$ cat src/design/mqpr_pkg.sv
// shared types and constants of the mqtt packet receiver
`timescale 1ns / 1ps

package mqpr_pkg;

  // recognized packet type bytes
  localparam logic [7:0] TYPE_CONNACK    = 8'h20;
  localparam logic [7:0] TYPE_PUBLISH    = 8'h30;
  localparam logic [7:0] TYPE_PUBLISH_Q1 = 8'h32;
  localparam logic [7:0] TYPE_PUBACK     = 8'h40;
  localparam logic [7:0] TYPE_SUBACK     = 8'h90;

  // result kind codes
  typedef enum logic [2:0] {
    KIND_CONNACK  = 3'd0,
    KIND_PUBACK   = 3'd1,
    KIND_SUBACK   = 3'd2,
    KIND_PUBBYTE  = 3'd3,
    KIND_OVERSIZE = 3'd4
  } kind_t;

  // commands from controller to datapath
  typedef struct packed {
    logic  cap_type;
    logic  cap_len;
    logic  store_byte;
    logic  drop_byte;
    logic  rd_start;
    logic  rd_issue;
    logic  load_ack;
    kind_t ack_kind;
    logic  load_pub;
  } dp_cmd_t;

  // status from datapath to controller
  typedef struct packed {
    logic  type_known;
    logic  len_zero;
    logic  len_over;
    logic  count_done;
    logic  type_ack;
    kind_t ack_kind;
    logic  type_pub;
    logic  rd_last;
    logic  out_free;
  } dp_sts_t;

endpackage

$ cat src/design/mqtt_packet_receiver_top.sv
// top level of the mqtt packet receiver
//
// Input channel: one received serial byte per item (in_valid, in_stall, in_rx_byte).
// Bytes are ignored until a known packet type arrives (0x20, 0x30, 0x32, 0x40, 0x90);
// the next byte is the remaining length and that many payload bytes follow.
// Result channel: out_valid, out_stall, packet kind, data byte, byte index, last.
// An ack packet gives one result, registered in the cycle after its final byte is taken.
// A publish of type 0x30 gives type, length and payload bytes from the packet buffer;
// each result is a read issue, held while the result register is full and stalled,
// then a load of the registered buffer read. Input is stalled during a burst.
// A length above PACKET_BYTES-2 is consumed unstored and gives one oversize result,
// a 0x32 packet of legal length gives none. Type bytes are always taken at once; the
// length and payload bytes wait as long as the result register is full and stalled.
// Reset (rst_n low, synchronous) returns to type hunting and empties the result
// register; the buffer holds no valid flags and needs no clearing.
// While out_stall is high the result stays valid and unchanged.
`timescale 1ns / 1ps

module mqtt_packet_receiver_top #(
  parameter int PACKET_BYTES = 32
) (
  input  logic       clk,
  input  logic       rst_n,
  input  logic       in_valid,
  output logic       in_stall,
  input  logic [7:0] in_rx_byte,
  output logic       out_valid,
  input  logic       out_stall,
  output logic [2:0] out_packet_kind,
  output logic [7:0] out_data_byte,
  output logic [4:0] out_byte_index,
  output logic       out_last
);

  mqpr_pkg::dp_cmd_t cmd;
  mqpr_pkg::dp_sts_t sts;

  // controller
  mqpr_ctrl u_ctrl (
    .clk      (clk),
    .rst_n    (rst_n),
    .in_valid (in_valid),
    .in_stall (in_stall),
    .sts      (sts),
    .cmd      (cmd)
  );

  // datapath
  mqpr_dp #(
    .PACKET_BYTES (PACKET_BYTES)
  ) u_dp (
    .clk             (clk),
    .rst_n           (rst_n),
    .in_rx_byte      (in_rx_byte),
    .out_stall       (out_stall),
    .out_valid       (out_valid),
    .out_packet_kind (out_packet_kind),
    .out_data_byte   (out_data_byte),
    .out_byte_index  (out_byte_index),
    .out_last        (out_last),
    .cmd             (cmd),
    .sts             (sts)
  );

endmodule

$ cat src/design/mqpr_ram.sv
// generic single write port ram with registered read
`timescale 1ns / 1ps

module mqpr_ram #(
  parameter int WIDTH = 8,
  parameter int DEPTH = 32,
  localparam int AW = $clog2(DEPTH)
) (
  input  logic             clk,
  input  logic             we,
  input  logic [AW-1:0]    waddr,
  input  logic [WIDTH-1:0] wdata,
  input  logic             re,
  input  logic [AW-1:0]    raddr,
  output logic [WIDTH-1:0] rdata
);

  logic [WIDTH-1:0] mem [DEPTH];
  logic [WIDTH-1:0] rdata_r;

  // write port
  always_ff @(posedge clk) begin
    if (we) begin
      mem[waddr] <= wdata;
    end
  end

  // registered read port, holds when not enabled
  always_ff @(posedge clk) begin
    if (re) begin
      rdata_r <= mem[raddr];
    end
  end

  assign rdata = rdata_r;

endmodule

$ cat src/design/mqpr_ctrl.sv
// controller state machine of the mqtt packet receiver
`timescale 1ns / 1ps

module mqpr_ctrl (
  input  logic             clk,
  input  logic             rst_n,
  input  logic             in_valid,
  output logic             in_stall,
  input  mqpr_pkg::dp_sts_t sts,
  output mqpr_pkg::dp_cmd_t cmd
);

  typedef enum logic [2:0] {
    ST_HUNT,
    ST_LEN,
    ST_STORE,
    ST_DROP,
    ST_RD_ISSUE,
    ST_RD_LOAD
  } state_t;

  state_t state_r, state_nxt;
  logic   finish;
  logic   finish_over;

  // next state and datapath commands
  always_comb begin
    state_nxt      = state_r;
    in_stall       = 1'b1;
    finish         = 1'b0;
    finish_over    = 1'b0;
    cmd.cap_type   = 1'b0;
    cmd.cap_len    = 1'b0;
    cmd.store_byte = 1'b0;
    cmd.drop_byte  = 1'b0;
    cmd.rd_start   = 1'b0;
    cmd.rd_issue   = 1'b0;
    cmd.load_ack   = 1'b0;
    cmd.ack_kind   = mqpr_pkg::KIND_CONNACK;
    cmd.load_pub   = 1'b0;
    unique case (state_r)
      ST_HUNT: begin
        in_stall = 1'b0;
        if (in_valid && sts.type_known) begin
          cmd.cap_type = 1'b1;
          state_nxt    = ST_LEN;
        end
      end
      ST_LEN: begin
        in_stall = !sts.out_free;
        if (in_valid && sts.out_free) begin
          cmd.cap_len = 1'b1;
          priority if (sts.len_zero) begin
            finish = 1'b1;
          end else if (sts.len_over) begin
            state_nxt = ST_DROP;
          end else begin
            state_nxt = ST_STORE;
          end
        end
      end
      ST_STORE: begin
        in_stall = !sts.out_free;
        if (in_valid && sts.out_free) begin
          cmd.store_byte = 1'b1;
          finish         = sts.count_done;
        end
      end
      ST_DROP: begin
        in_stall = !sts.out_free;
        if (in_valid && sts.out_free) begin
          cmd.drop_byte = 1'b1;
          finish        = sts.count_done;
          finish_over   = sts.count_done;
        end
      end
      ST_RD_ISSUE: begin
        if (sts.out_free) begin
          cmd.rd_issue = 1'b1;
          state_nxt    = ST_RD_LOAD;
        end
      end
      ST_RD_LOAD: begin
        cmd.load_pub = 1'b1;
        state_nxt    = sts.rd_last ? ST_HUNT : ST_RD_ISSUE;
      end
      default: begin
        state_nxt = ST_HUNT;
      end
    endcase

    // packet completion: ack or oversize result, publish drain or nothing
    if (finish) begin
      priority if (finish_over) begin
        cmd.load_ack = 1'b1;
        cmd.ack_kind = mqpr_pkg::KIND_OVERSIZE;
        state_nxt    = ST_HUNT;
      end else if (sts.type_ack) begin
        cmd.load_ack = 1'b1;
        cmd.ack_kind = sts.ack_kind;
        state_nxt    = ST_HUNT;
      end else if (sts.type_pub) begin
        cmd.rd_start = 1'b1;
        state_nxt    = ST_RD_ISSUE;
      end else begin
        state_nxt = ST_HUNT;
      end
    end
  end

  // state register
  always_ff @(posedge clk) begin
    if (!rst_n) begin
      state_r <= ST_HUNT;
    end else begin
      state_r <= state_nxt;
    end
  end

endmodule

$ cat src/design/mqpr_dp.sv
// datapath of the mqtt packet receiver: header registers, buffer, result register
`timescale 1ns / 1ps

module mqpr_dp #(
  parameter int PACKET_BYTES = 32
) (
  input  logic              clk,
  input  logic              rst_n,
  input  logic [7:0]        in_rx_byte,
  input  logic              out_stall,
  output logic              out_valid,
  output logic [2:0]        out_packet_kind,
  output logic [7:0]        out_data_byte,
  output logic [4:0]        out_byte_index,
  output logic              out_last,
  input  mqpr_pkg::dp_cmd_t cmd,
  output mqpr_pkg::dp_sts_t sts
);

  localparam int AW = $clog2(PACKET_BYTES);
  localparam logic [8:0] MAX_LEN = 9'(PACKET_BYTES - 2);

  logic [7:0]    type_r;
  logic [7:0]    len_r;
  logic [7:0]    cnt_r;
  logic [AW-1:0] rd_r;

  logic          ram_we;
  logic [AW-1:0] ram_waddr;
  logic [7:0]    ram_rdata;

  mqpr_pkg::kind_t kind_r;
  logic [7:0]      data_r;
  logic [4:0]      idx_r;
  logic            last_r;
  logic            valid_r;

  // decode of the incoming byte and of the held header
  always_comb begin
    sts.type_known = (in_rx_byte == mqpr_pkg::TYPE_CONNACK)
                  || (in_rx_byte == mqpr_pkg::TYPE_PUBLISH)
                  || (in_rx_byte == mqpr_pkg::TYPE_PUBLISH_Q1)
                  || (in_rx_byte == mqpr_pkg::TYPE_PUBACK)
                  || (in_rx_byte == mqpr_pkg::TYPE_SUBACK);
    sts.len_zero   = (in_rx_byte == 8'd0);
    sts.len_over   = ({1'b0, in_rx_byte} > MAX_LEN);
    sts.count_done = ((9'(cnt_r) + 9'd1) >= {1'b0, len_r});
    sts.type_pub   = (type_r == mqpr_pkg::TYPE_PUBLISH);
    sts.type_ack   = 1'b1;
    sts.ack_kind   = mqpr_pkg::KIND_CONNACK;
    unique case (type_r)
      mqpr_pkg::TYPE_CONNACK: sts.ack_kind = mqpr_pkg::KIND_CONNACK;
      mqpr_pkg::TYPE_PUBACK:  sts.ack_kind = mqpr_pkg::KIND_PUBACK;
      mqpr_pkg::TYPE_SUBACK:  sts.ack_kind = mqpr_pkg::KIND_SUBACK;
      default:                sts.type_ack = 1'b0;
    endcase
    sts.rd_last    = (9'(rd_r) == (9'(len_r) + 9'd1));
    sts.out_free   = !valid_r || !out_stall;
  end

  // header, byte count and read pointer
  always_ff @(posedge clk) begin
    if (!rst_n) begin
      type_r <= 8'd0;
      len_r  <= 8'd0;
      cnt_r  <= 8'd0;
      rd_r   <= '0;
    end else begin
      if (cmd.cap_type) begin
        type_r <= in_rx_byte;
      end
      if (cmd.cap_len) begin
        len_r <= in_rx_byte;
        cnt_r <= 8'd0;
      end
      if (cmd.store_byte || cmd.drop_byte) begin
        cnt_r <= cnt_r + 8'd1;
      end
      if (cmd.rd_start) begin
        rd_r <= '0;
      end else if (cmd.load_pub) begin
        rd_r <= rd_r + AW'(1);
      end
    end
  end

  // buffer write address: type, length, then payload
  always_comb begin
    ram_we    = cmd.cap_type || cmd.cap_len || cmd.store_byte;
    priority if (cmd.cap_type) begin
      ram_waddr = AW'(0);
    end else if (cmd.cap_len) begin
      ram_waddr = AW'(1);
    end else begin
      ram_waddr = AW'(9'(cnt_r) + 9'd2);
    end
  end

  mqpr_ram #(
    .WIDTH (8),
    .DEPTH (PACKET_BYTES)
  ) u_ram (
    .clk   (clk),
    .we    (ram_we),
    .waddr (ram_waddr),
    .wdata (in_rx_byte),
    .re    (cmd.rd_issue),
    .raddr (rd_r),
    .rdata (ram_rdata)
  );

  // result register
  always_ff @(posedge clk) begin
    if (!rst_n) begin
      valid_r <= 1'b0;
    end else if (cmd.load_ack || cmd.load_pub) begin
      valid_r <= 1'b1;
    end else if (!out_stall) begin
      valid_r <= 1'b0;
    end
  end

  always_ff @(posedge clk) begin
    if (cmd.load_ack) begin
      kind_r <= cmd.ack_kind;
      data_r <= 8'd0;
      idx_r  <= 5'd0;
      last_r <= 1'b1;
    end else if (cmd.load_pub) begin
      kind_r <= mqpr_pkg::KIND_PUBBYTE;
      data_r <= ram_rdata;
      idx_r  <= 5'(9'(rd_r));
      last_r <= sts.rd_last;
    end
  end

  assign out_valid       = valid_r;
  assign out_packet_kind = kind_r;
  assign out_data_byte   = data_r;
  assign out_byte_index  = idx_r;
  assign out_last        = last_r;

endmodule

$ cat config.mk
export PLATFORM = sky130hd
export DESIGN_NAME = mqtt_packet_receiver_top
export DESIGN_NICKNAME = d
export VERILOG_FILES = /design/src/design/mqpr_pkg.sv /design/src/design/mqtt_packet_receiver_top.sv /design/src/design/mqpr_ram.sv /design/src/design/mqpr_ctrl.sv /design/src/design/mqpr_dp.sv
export SDC_FILE = /design/constraint.sdc
export NUM_CORES = 1
export LEC_CHECK = 0
export BUFFER_PORTS_ARGS = -buffer_cell sky130_fd_sc_hd__buf_2
export CELL_PAD_IN_SITES_DETAIL_PLACEMENT = 0
export CELL_PAD_IN_SITES_GLOBAL_PLACEMENT = 2
export CORE_UTILIZATION = 47
export CTS_CLUSTER_DIAMETER = 80
export DETAILED_ROUTE_END_ITERATION = 7
export HOLD_SLACK_MARGIN = 0.03
export PLACE_DENSITY = 0.87
export SETUP_SLACK_MARGIN = 0.1
export SYNTH_ARGS = -nofsm -noshare
export SYNTH_HDL_FRONTEND = slang
export SYNTH_SLANG_ARGS = --single-unit
$ cat constraint.sdc
create_clock -name clk -period 3.8 [get_ports clk]
set_clock_uncertainty 0.2 [all_clocks]
set_input_delay 0.76 -clock clk [delete_from_list [all_inputs] [get_ports clk]]
set_output_delay 0.76 -clock clk [all_outputs]
set_load 0.01 [all_outputs]
==> summary.md, run 1 <==
| Metric | Value |
|---|---|
| Die W | `approximately 170 um` |
| RSZ-0062 raised after global routing | `false` |
| Final Net Count | `852` |
| Slowest CP cell | `dfxtp_1` |
| Slew Viols, Final | `0` |
| Simple-Gate Fraction of Synth Area | `0.0715` |
| CTS buffer count | `31` |
| Yosys reg bits | `314` |
| Die Span Y | `168 um` |
| Syn nets | `778` |
| Die ar. | `28,200 sq um` |
| Xor/xnor share of the synthesized area | `0.0122` |
| First-pass GRT wire length | `43,200 um` |
| Initial DRC Count | `roughly 610` |
| R2R depth | `12` |
| Total Negative Setup Slacks | `0 ps` |
| GR Overflow Total | `0` |
| Post-route minimum period | `3390 ps` |
| Cts hold-fix bufs | `0` |
| Bufs on Longest Clock Path | `3` |
| Crit. End Element | `register` |
| GP Congestion | `0.869` |
| Site Rows | `60` |
| Final setup violation count | `0` |
| Initial antenna violation count | `2` |
| Hold Crit Depth | `2` |
| Max cap viols | `0` |
| Pin count of the biggest net entering global routing | `47` |
| VDD IR-drop max | `roughly 0.32 mV` |
| Post-synth cell types | `58` |
| Fin util | `0.548` |
| Finished Layout Cells | `1,194` |
| 1st-pass router iterations | `5` |
| Vias in the first global route | `slightly above 7,000` |
| Top cells by count, synth | `edfxtp_1 (267), nand2_1 (65), mux4_2 (64), nor2_1 (50), dfxtp_1 (47)` |
| GR Util All Layers | `0.205` |
| Element type at the critical path start | `register` |
| CTS H-tree lvls | `1` |
| Power Dens Cells | `477 nW/um^2` |
| Layout cell share with drive strength beyond 1 | `0.246` |
| Post-synth EDFFs | `267` |
| Synth warn | `0` |
| Hold path start | `u_dp.out_byte_index[4]$_SDFFE_PP0P_` |
| HPWL Detailed | `18,700 um` |
| Crit path DAT | `3630 ps` |
| Drt wl/cell | `~24 um` |
| Most frequent cell after synthesis | `edfxtp_1` |
| Core area | `27,000 sq um` |
| F_max | `295 MHz` |
| Worst Tran Pin Value | `1050 ps` |
| Ys async rst share | `0` |
| Clock insertion delay at the later pin of the skew report | `580 ps` |
| Placed insts | `1,136` |
| Port-buffer cells | `30` |
| Status | `finished, final reports clean` |
| Area Overhead vs Synth | `14.2%` |
| Final ANT Viol Nets | `0` |
| Critical Path Max Stage Delay | `500 ps` |
| Initial Utilization | `0.479` |
| Largest family of logic cells by synthesized area | `multiplexers` |
| CP cell instances | `ha_1 > and3_1 > nand3_1 > xnor2_1 > ha_1 > a21oi_1 > o21ai_0 > o2111ai_1 > nand2_1 > o22a_1 > buf_4 > a221o_1` |
| FF-to-FF Start | `u_dp.cnt_r[0]$_SDFFE_PN0P_` |
| Area of the mapped netlist | `12,900 sq um` |
| Synth top area share | `0.621` |
| Post-Route WL | `28,200 um` |
| Leading post-synthesis cells by cell area | `edfxtp_1 (62%), mux4_2 (11%), dfxtp_1 (7.3%)` |
| Final hold vios | `0` |
| Worst EP required | `roughly 4000 ps` |
| Reg2reg end | `u_dp.out_last$_SDFFE_PP1P_` |
| Synth Area in Compound Gates | `0.0369` |
| Most common cell on crit path | `ha_1` |
| CTS tree | `done` |
| DR DRC count | `0` |
| Area leader, netlist | `edfxtp_1` |
| Mux contribution to synthesized area | `0.156` |
| # IOs | `31` |
| Post-Synthesis Cells | `about 750` |
| Rel. slew slack | `0.296` |
| Antenna diode count | `0` |
| Crit Path Category | `register to register` |
| Post-synthesis adder-cell area fraction | `0.0116` |
| Post-CTS Setup Bufs | `0` |
| Crit path max fanout | `14` |
| Sequential share of the synthesized area | `0.693` |
| Type of the most critical hold path | `register to register` |
| Mapped Avg Cell Area | `17.1 sq um` |
| Avg Vias per Cell | `5.83` |
| Endpoint, Worst Hold | `u_dp.out_byte_index[4]$_SDFFE_PP0P_` |
| Clk slew on worst S/H paths | `60 ps` |
| CTS root buffer | `clkbuf_16` |
| Vias | `6,960` |
| CTS sink cnt | `around 310` |
| Fin crit share | `0.892` |
| R2R setup slack | `410 ps` |
| PostCTS Resize Cnt | `0` |
| Most common flop cell mapped by yosys | `edfxtp_1` |
| Leak Pwr | `approximately 0.0049 uW` |
-- metrics by stage --
stage | hold WS (ps) | power [uW] | worst slack (ps) | area (sq um)
3_5_place_dp | 247 | 3940 | 429 | 13700
4_1_cts | 256 | 7090 | 445 | 14800
3_3_place_gp | 240 | 3940 | 459 | 13700
5_1_grt | 276 | 7220 | 153 | 14800
2_1_floorplan | 243 | 3860 | 705 | 12900
6_report | 254 | 7040 | 409 | 14800
-- power by group --
part | internal [uW] | switching, uW
Clock | 1860 | 1320
Combinational | 34.2 | 86.7
Sequential | 3740 | 6.70
-- cells in the final DEF, fill, tap and decap left out, drive strengths merged, types with 4 or more instances in the layout --
cell type / instances
and3: 9
nand2: 65
clkinv: 8
nand4: 7
dfxtp: 47
nor2: 50
o21ai: 14
a21oi: 20
ha: 12
mux2i: 5
xor2: 10
bufinv: 4
and2: 4
inv: 16
nor3: 10
mux4: 80
a21boi: 10
nor2b: 17
buf: 79
clkinvlp: 4
edfxtp: 267
mux2: 9
clkbuf: 37
xnor2: 8
nand3: 12
-- per-layer routing --
metal  GRT usage  vias to the layer above  share of wire  routed length, um
met1       0.288                     3569           0.43              12100
met3      0.0263                       36          0.059               1670
met2       0.342                      229           0.49              13800
met4      0.0535                        0          0.019                528
li1            -                     3126              -                  -
met5           0                        -              0                  0
-- sequential cells by signal, indices dropped and copies added (netlist names), 5 cells and up --
name / cells
u_dp.u_ram.mem: 256
u_dp.len_r: 8
u_dp.rd_r: 5
u_dp.cnt_r: 8
u_dp.type_r: 8
u_dp.out_data_byte: 8
u_dp.out_byte_index: 5
u_dp.u_ram.rdata: 8
-- worst max-delay path by stage --
stage / depth (start not counted) / to / startpoint
2_1_floorplan: 8 / u_dp.u_ram.mem[28][0]$_DFFE_PP_ / in_rx_byte[5]
3_3_place_gp: 7 / u_dp.u_ram.mem[29][2]$_DFFE_PP_ / in_rx_byte[5]
3_5_place_dp: 7 / u_dp.u_ram.mem[29][2]$_DFFE_PP_ / in_rx_byte[5]
4_1_cts: 12 / u_dp.out_last$_SDFFE_PP1P_ / u_dp.cnt_r[0]$_SDFFE_PN0P_
5_1_grt: 12 / u_dp.out_last$_SDFFE_PP1P_ / u_dp.cnt_r[0]$_SDFFE_PN0P_
6_report: 12 / u_dp.out_last$_SDFFE_PP1P_ / u_dp.cnt_r[0]$_SDFFE_PN0P_
-- worst max-delay path: cells and delay by family, from the launching register on --
| kind | cells | cell delay (ps) |
|---|---|---|
| AND/OR/NAND/NOR | 3 | 530 |
| XOR/XNOR | 1 | 170 |
| AO/OA/AOI/OAI | 5 | 1080 |
| adder cells (fa/ha/maj) | 2 | 590 |
| buffers and inverters | 1 | 190 |
| flip-flops | 1 | 500 |
-- cell families after synthesis --
logic type      Yosys count
flops                   314
simple gates            194
mux                      94
compound gates           73
buf+inv                  49
xor+xnor                 18
fa+ha+maj                12
-- cell type report --
| cell class | instances | area, sq um |
|---|---|---|
| Fill cell | 2005 | 12200 |
| Sequential cell | 314 | 8960 |
| Multi-Input combinational cell | 391 | 3720 |
| Clock buffer | 37 | 833 |
| Timing Repair Buffer | 79 | 531 |
| Tap cell | 341 | 427 |
| Clock inverter | 21 | 241 |
| Inverter | 11 | 41.3 |
No activity file was read; power rests on OpenSTA's default activity.
==> run 2: changes to the inputs <==
CORE_UTILIZATION = 43   (was 47)
CTS_CLUSTER_SIZE = 20   (was default)
PLACE_DENSITY = 0.84   (was 0.87)
clock period = 3.02 ns   (was 3.8 ns; I/O delays follow)
==> run 2 against run 1 <==
Register-to-register slack got worse by 200 ps; fmax increased by 20%; sequential share of layout area decreased by 0.083 points; final cell count increased by 5.5%; core utilization decreased by 4.9 points; critical path depth increased by 1; sequential power increased by 26%; routed wire length increased by 4.3%; largest cell class unchanged.
==> summary.md, run 2 (synthesis gave the netlist of run 1 again) <==
| Metric | Value |
|---|---|
| Status | `finished, final reports clean` |
| Initial DRC Count | `672` |
| M1 GR Usage | `0.279` |
| Net switching fraction of the power | `0.199` |
| Met2 Use GR | `0.325` |
| Worst setup margin | `205 ps` |
| Max reg flops | `approximately 260` |
| RSZ-0062 raised after global routing | `false` |
| Final setup violation count | `0` |
| Drt wl/cell | `23.3 um` |
| Cts hold-fix bufs | `0` |
| CTS tree | `done` |
| Worst EP required | `3230 ps` |
| Port-buffer cells | `30` |
| Power Dens Cells | `520 nW/um^2` |
| Die ar. | `30,700 sq um` |
| Clk slew on worst S/H paths | `roughly 80 ps` |
| Critical Path Start | `u_dp.cnt_r[1]$_SDFFE_PN0P_` |
| Initial Utilization | `0.436` |
| Gr busiest metal | `met2` |
| Max cap viols | `0` |
| CP bufs+invs | `2` |
| Crit Path Category | `register to register` |
| Clock insertion delay at the later pin of the skew report | `520 ps` |
| Hold Crit Depth | `2` |
| Slew Viols, Final | `0` |
| Pin count of the biggest net entering global routing | `37` |
| Type of the most critical hold path | `register to register` |
| Final ANT Viol Nets | `0` |
| Die W | `175 um` |
| Leak Pwr | `0.00482 uW` |
| Pre-CTS worst setup slack | `-288 ps` |
| Hold slack | `255 ps` |
| Most frequent cells in the layout | `edfxtp_1 (267), buf_4 (82), nand2_1 (64), mux4_2 (64), nor2_1 (50)` |
| Site Rows | `63` |
| CTS sink cnt | `314` |
| # IOs | `31` |
| Core area | `29,600 sq um` |
| Avg Vias per Cell | `5.53` |
| Bufs on Longest Clock Path | `3` |
| Top reg by flops | `u_dp.u_ram.mem` |
| Delay-heaviest family, CP | `compound AO/OA/AOI/OAI gates` |
| Vias in the first global route | `between 7,000 and 8,000` |
| GR Util All Layers | `0.197` |
| R2R depth | `13` |
| GP Congestion | `0.814` |
| Sequential share of power | `0.612` |
| First-pass GRT wire length | `between 40,000 and 50,000 um` |
| Crit path DAT | `3020 ps` |
| Initial antenna violation count | `0` |
| Commonest non-fill, non-tap cell in the layout | `edfxtp_1` |
| Area Overhead vs Synth | `14.4%` |
| CP cell instances | `ha_2 > and3_4 > nand3_2 > xnor2_2 > ha_1 > o211ai_1 > o21ai_1 > o2111ai_2 > buf_4 > o211a_1 > o21ai_2 > buf_6 > nor2_1` |
| Met3 usage | `0.0268` |
| Post-Route WL | `29,400 um` |
| Critical Path Max Stage Delay | `350 ps` |
| CTS H-tree lvls | `1` |
| VDD IR-drop max | `approximately 0.32 mV` |
| FF-to-FF Start | `u_dp.cnt_r[1]$_SDFFE_PN0P_` |
| GR Overflow Total | `0` |
| Antenna diode count | `0` |
| Final hold vios | `0` |
| Crit path max fanout | `5` |
| Slowest CP cell | `dfxtp_2` |
| Fin util | `0.499` |
| Final Net Count | `880` |
| Vias | `6,968` |
| Logic pwr share | `0.022` |
| HPWL Detailed | `19,500 um` |
| Rel. slew slack | `0.456` |
| Element type at the critical path start | `register` |
| Hold path start | `u_dp.out_data_byte[5]$_SDFFE_PP0P_` |
| Clock share of power | `0.365` |
| CTS buffer count | `20` |
| Crit. End Element | `register` |
| F_max | `355 MHz` |
| Worst Tran Pin Value | `813 ps` |
| Layout cell share with drive strength beyond 1 | `0.268` |
| Internal power | `6160 uW` |
| 1st-pass router iterations | `5` |
| DR DRC count | `0` |
| CTS root buffer | `clkbuf_16` |
| Switching power total | `roughly 1500 uW` |
| Fin crit share | `0.932` |
| Die Span Y | `175 um` |
| Post-route minimum period | `roughly 2800 ps` |
| Critical Path Stages | `13` |
==> run 2: area by class of cell <==
class	count	area (sq um)
clock buffer	33	571
clock inverter	3	55.1
fill	2485	14900
inverter	11	41.3
multi-input combinational	391	3790
sequential	314	8970
tap	390	488
timing repair buffer	118	868
==> run 2: timing repair <==
item,in CTS,in global routing
hold endpoints to repair,0,0
buffers inserted,0,0
setup endpoints to repair,9,37
pin swaps,1,6
resized for setup,4,17
==> run 2: path summary, 6_finish.rpt <==
kind                                                            to  slack, ps
worst max register to register           u_dp.rd_r[0]$_SDFFE_PP0P_        210
worst min register to register  u_dp.out_data_byte[5]$_SDFFE_PP0P_        260
worst min-delay path            u_dp.out_data_byte[5]$_SDFFE_PP0P_        260
worst max-delay path                     u_dp.rd_r[0]$_SDFFE_PP0P_        210
==> run 2: tightest hold or removal path, cell delays in order (launching register included) <==
cell     delay, ps
dfxtp_1        320
nand2_1         50
a21oi_1         50
==> run 2: through the flow <==
| step | TNS [ps] | total power (uW) | cells | area (sq um) |
|---|---|---|---|---|
| after floorplan | 0 | 4850 | 754 | 12900 |
| after global placement | -27650 | 4980 | 1224 | 14100 |
| after detailed placement | -35220 | 4980 | 1224 | 14100 |
| after CTS | 0 | 7750 | 1260 | 14700 |
| after global routing | 0 | 7900 | 1260 | 14800 |
| final | 0 | 7690 | 1260 | 14800 |
==> run 2: power groups by stage <==
stage / sequential [uW] / clock, uW / combinational [uW]
2_1_floorplan: 4820 / 0 / 37.6
3_3_place_gp: 4810 / 0 / 169
3_5_place_dp: 4810 / 0 / 174
4_1_cts: 4710 / 2870 / 174
5_1_grt: 4710 / 3000 / 188
6_report: 4710 / 2810 / 172
==> run 2: metal layers <==
metal	share of wire	wire [um]
met5	0	0
met4	0.019	569
met3	0.052	1540
met2	0.49	14400
met1	0.44	12900
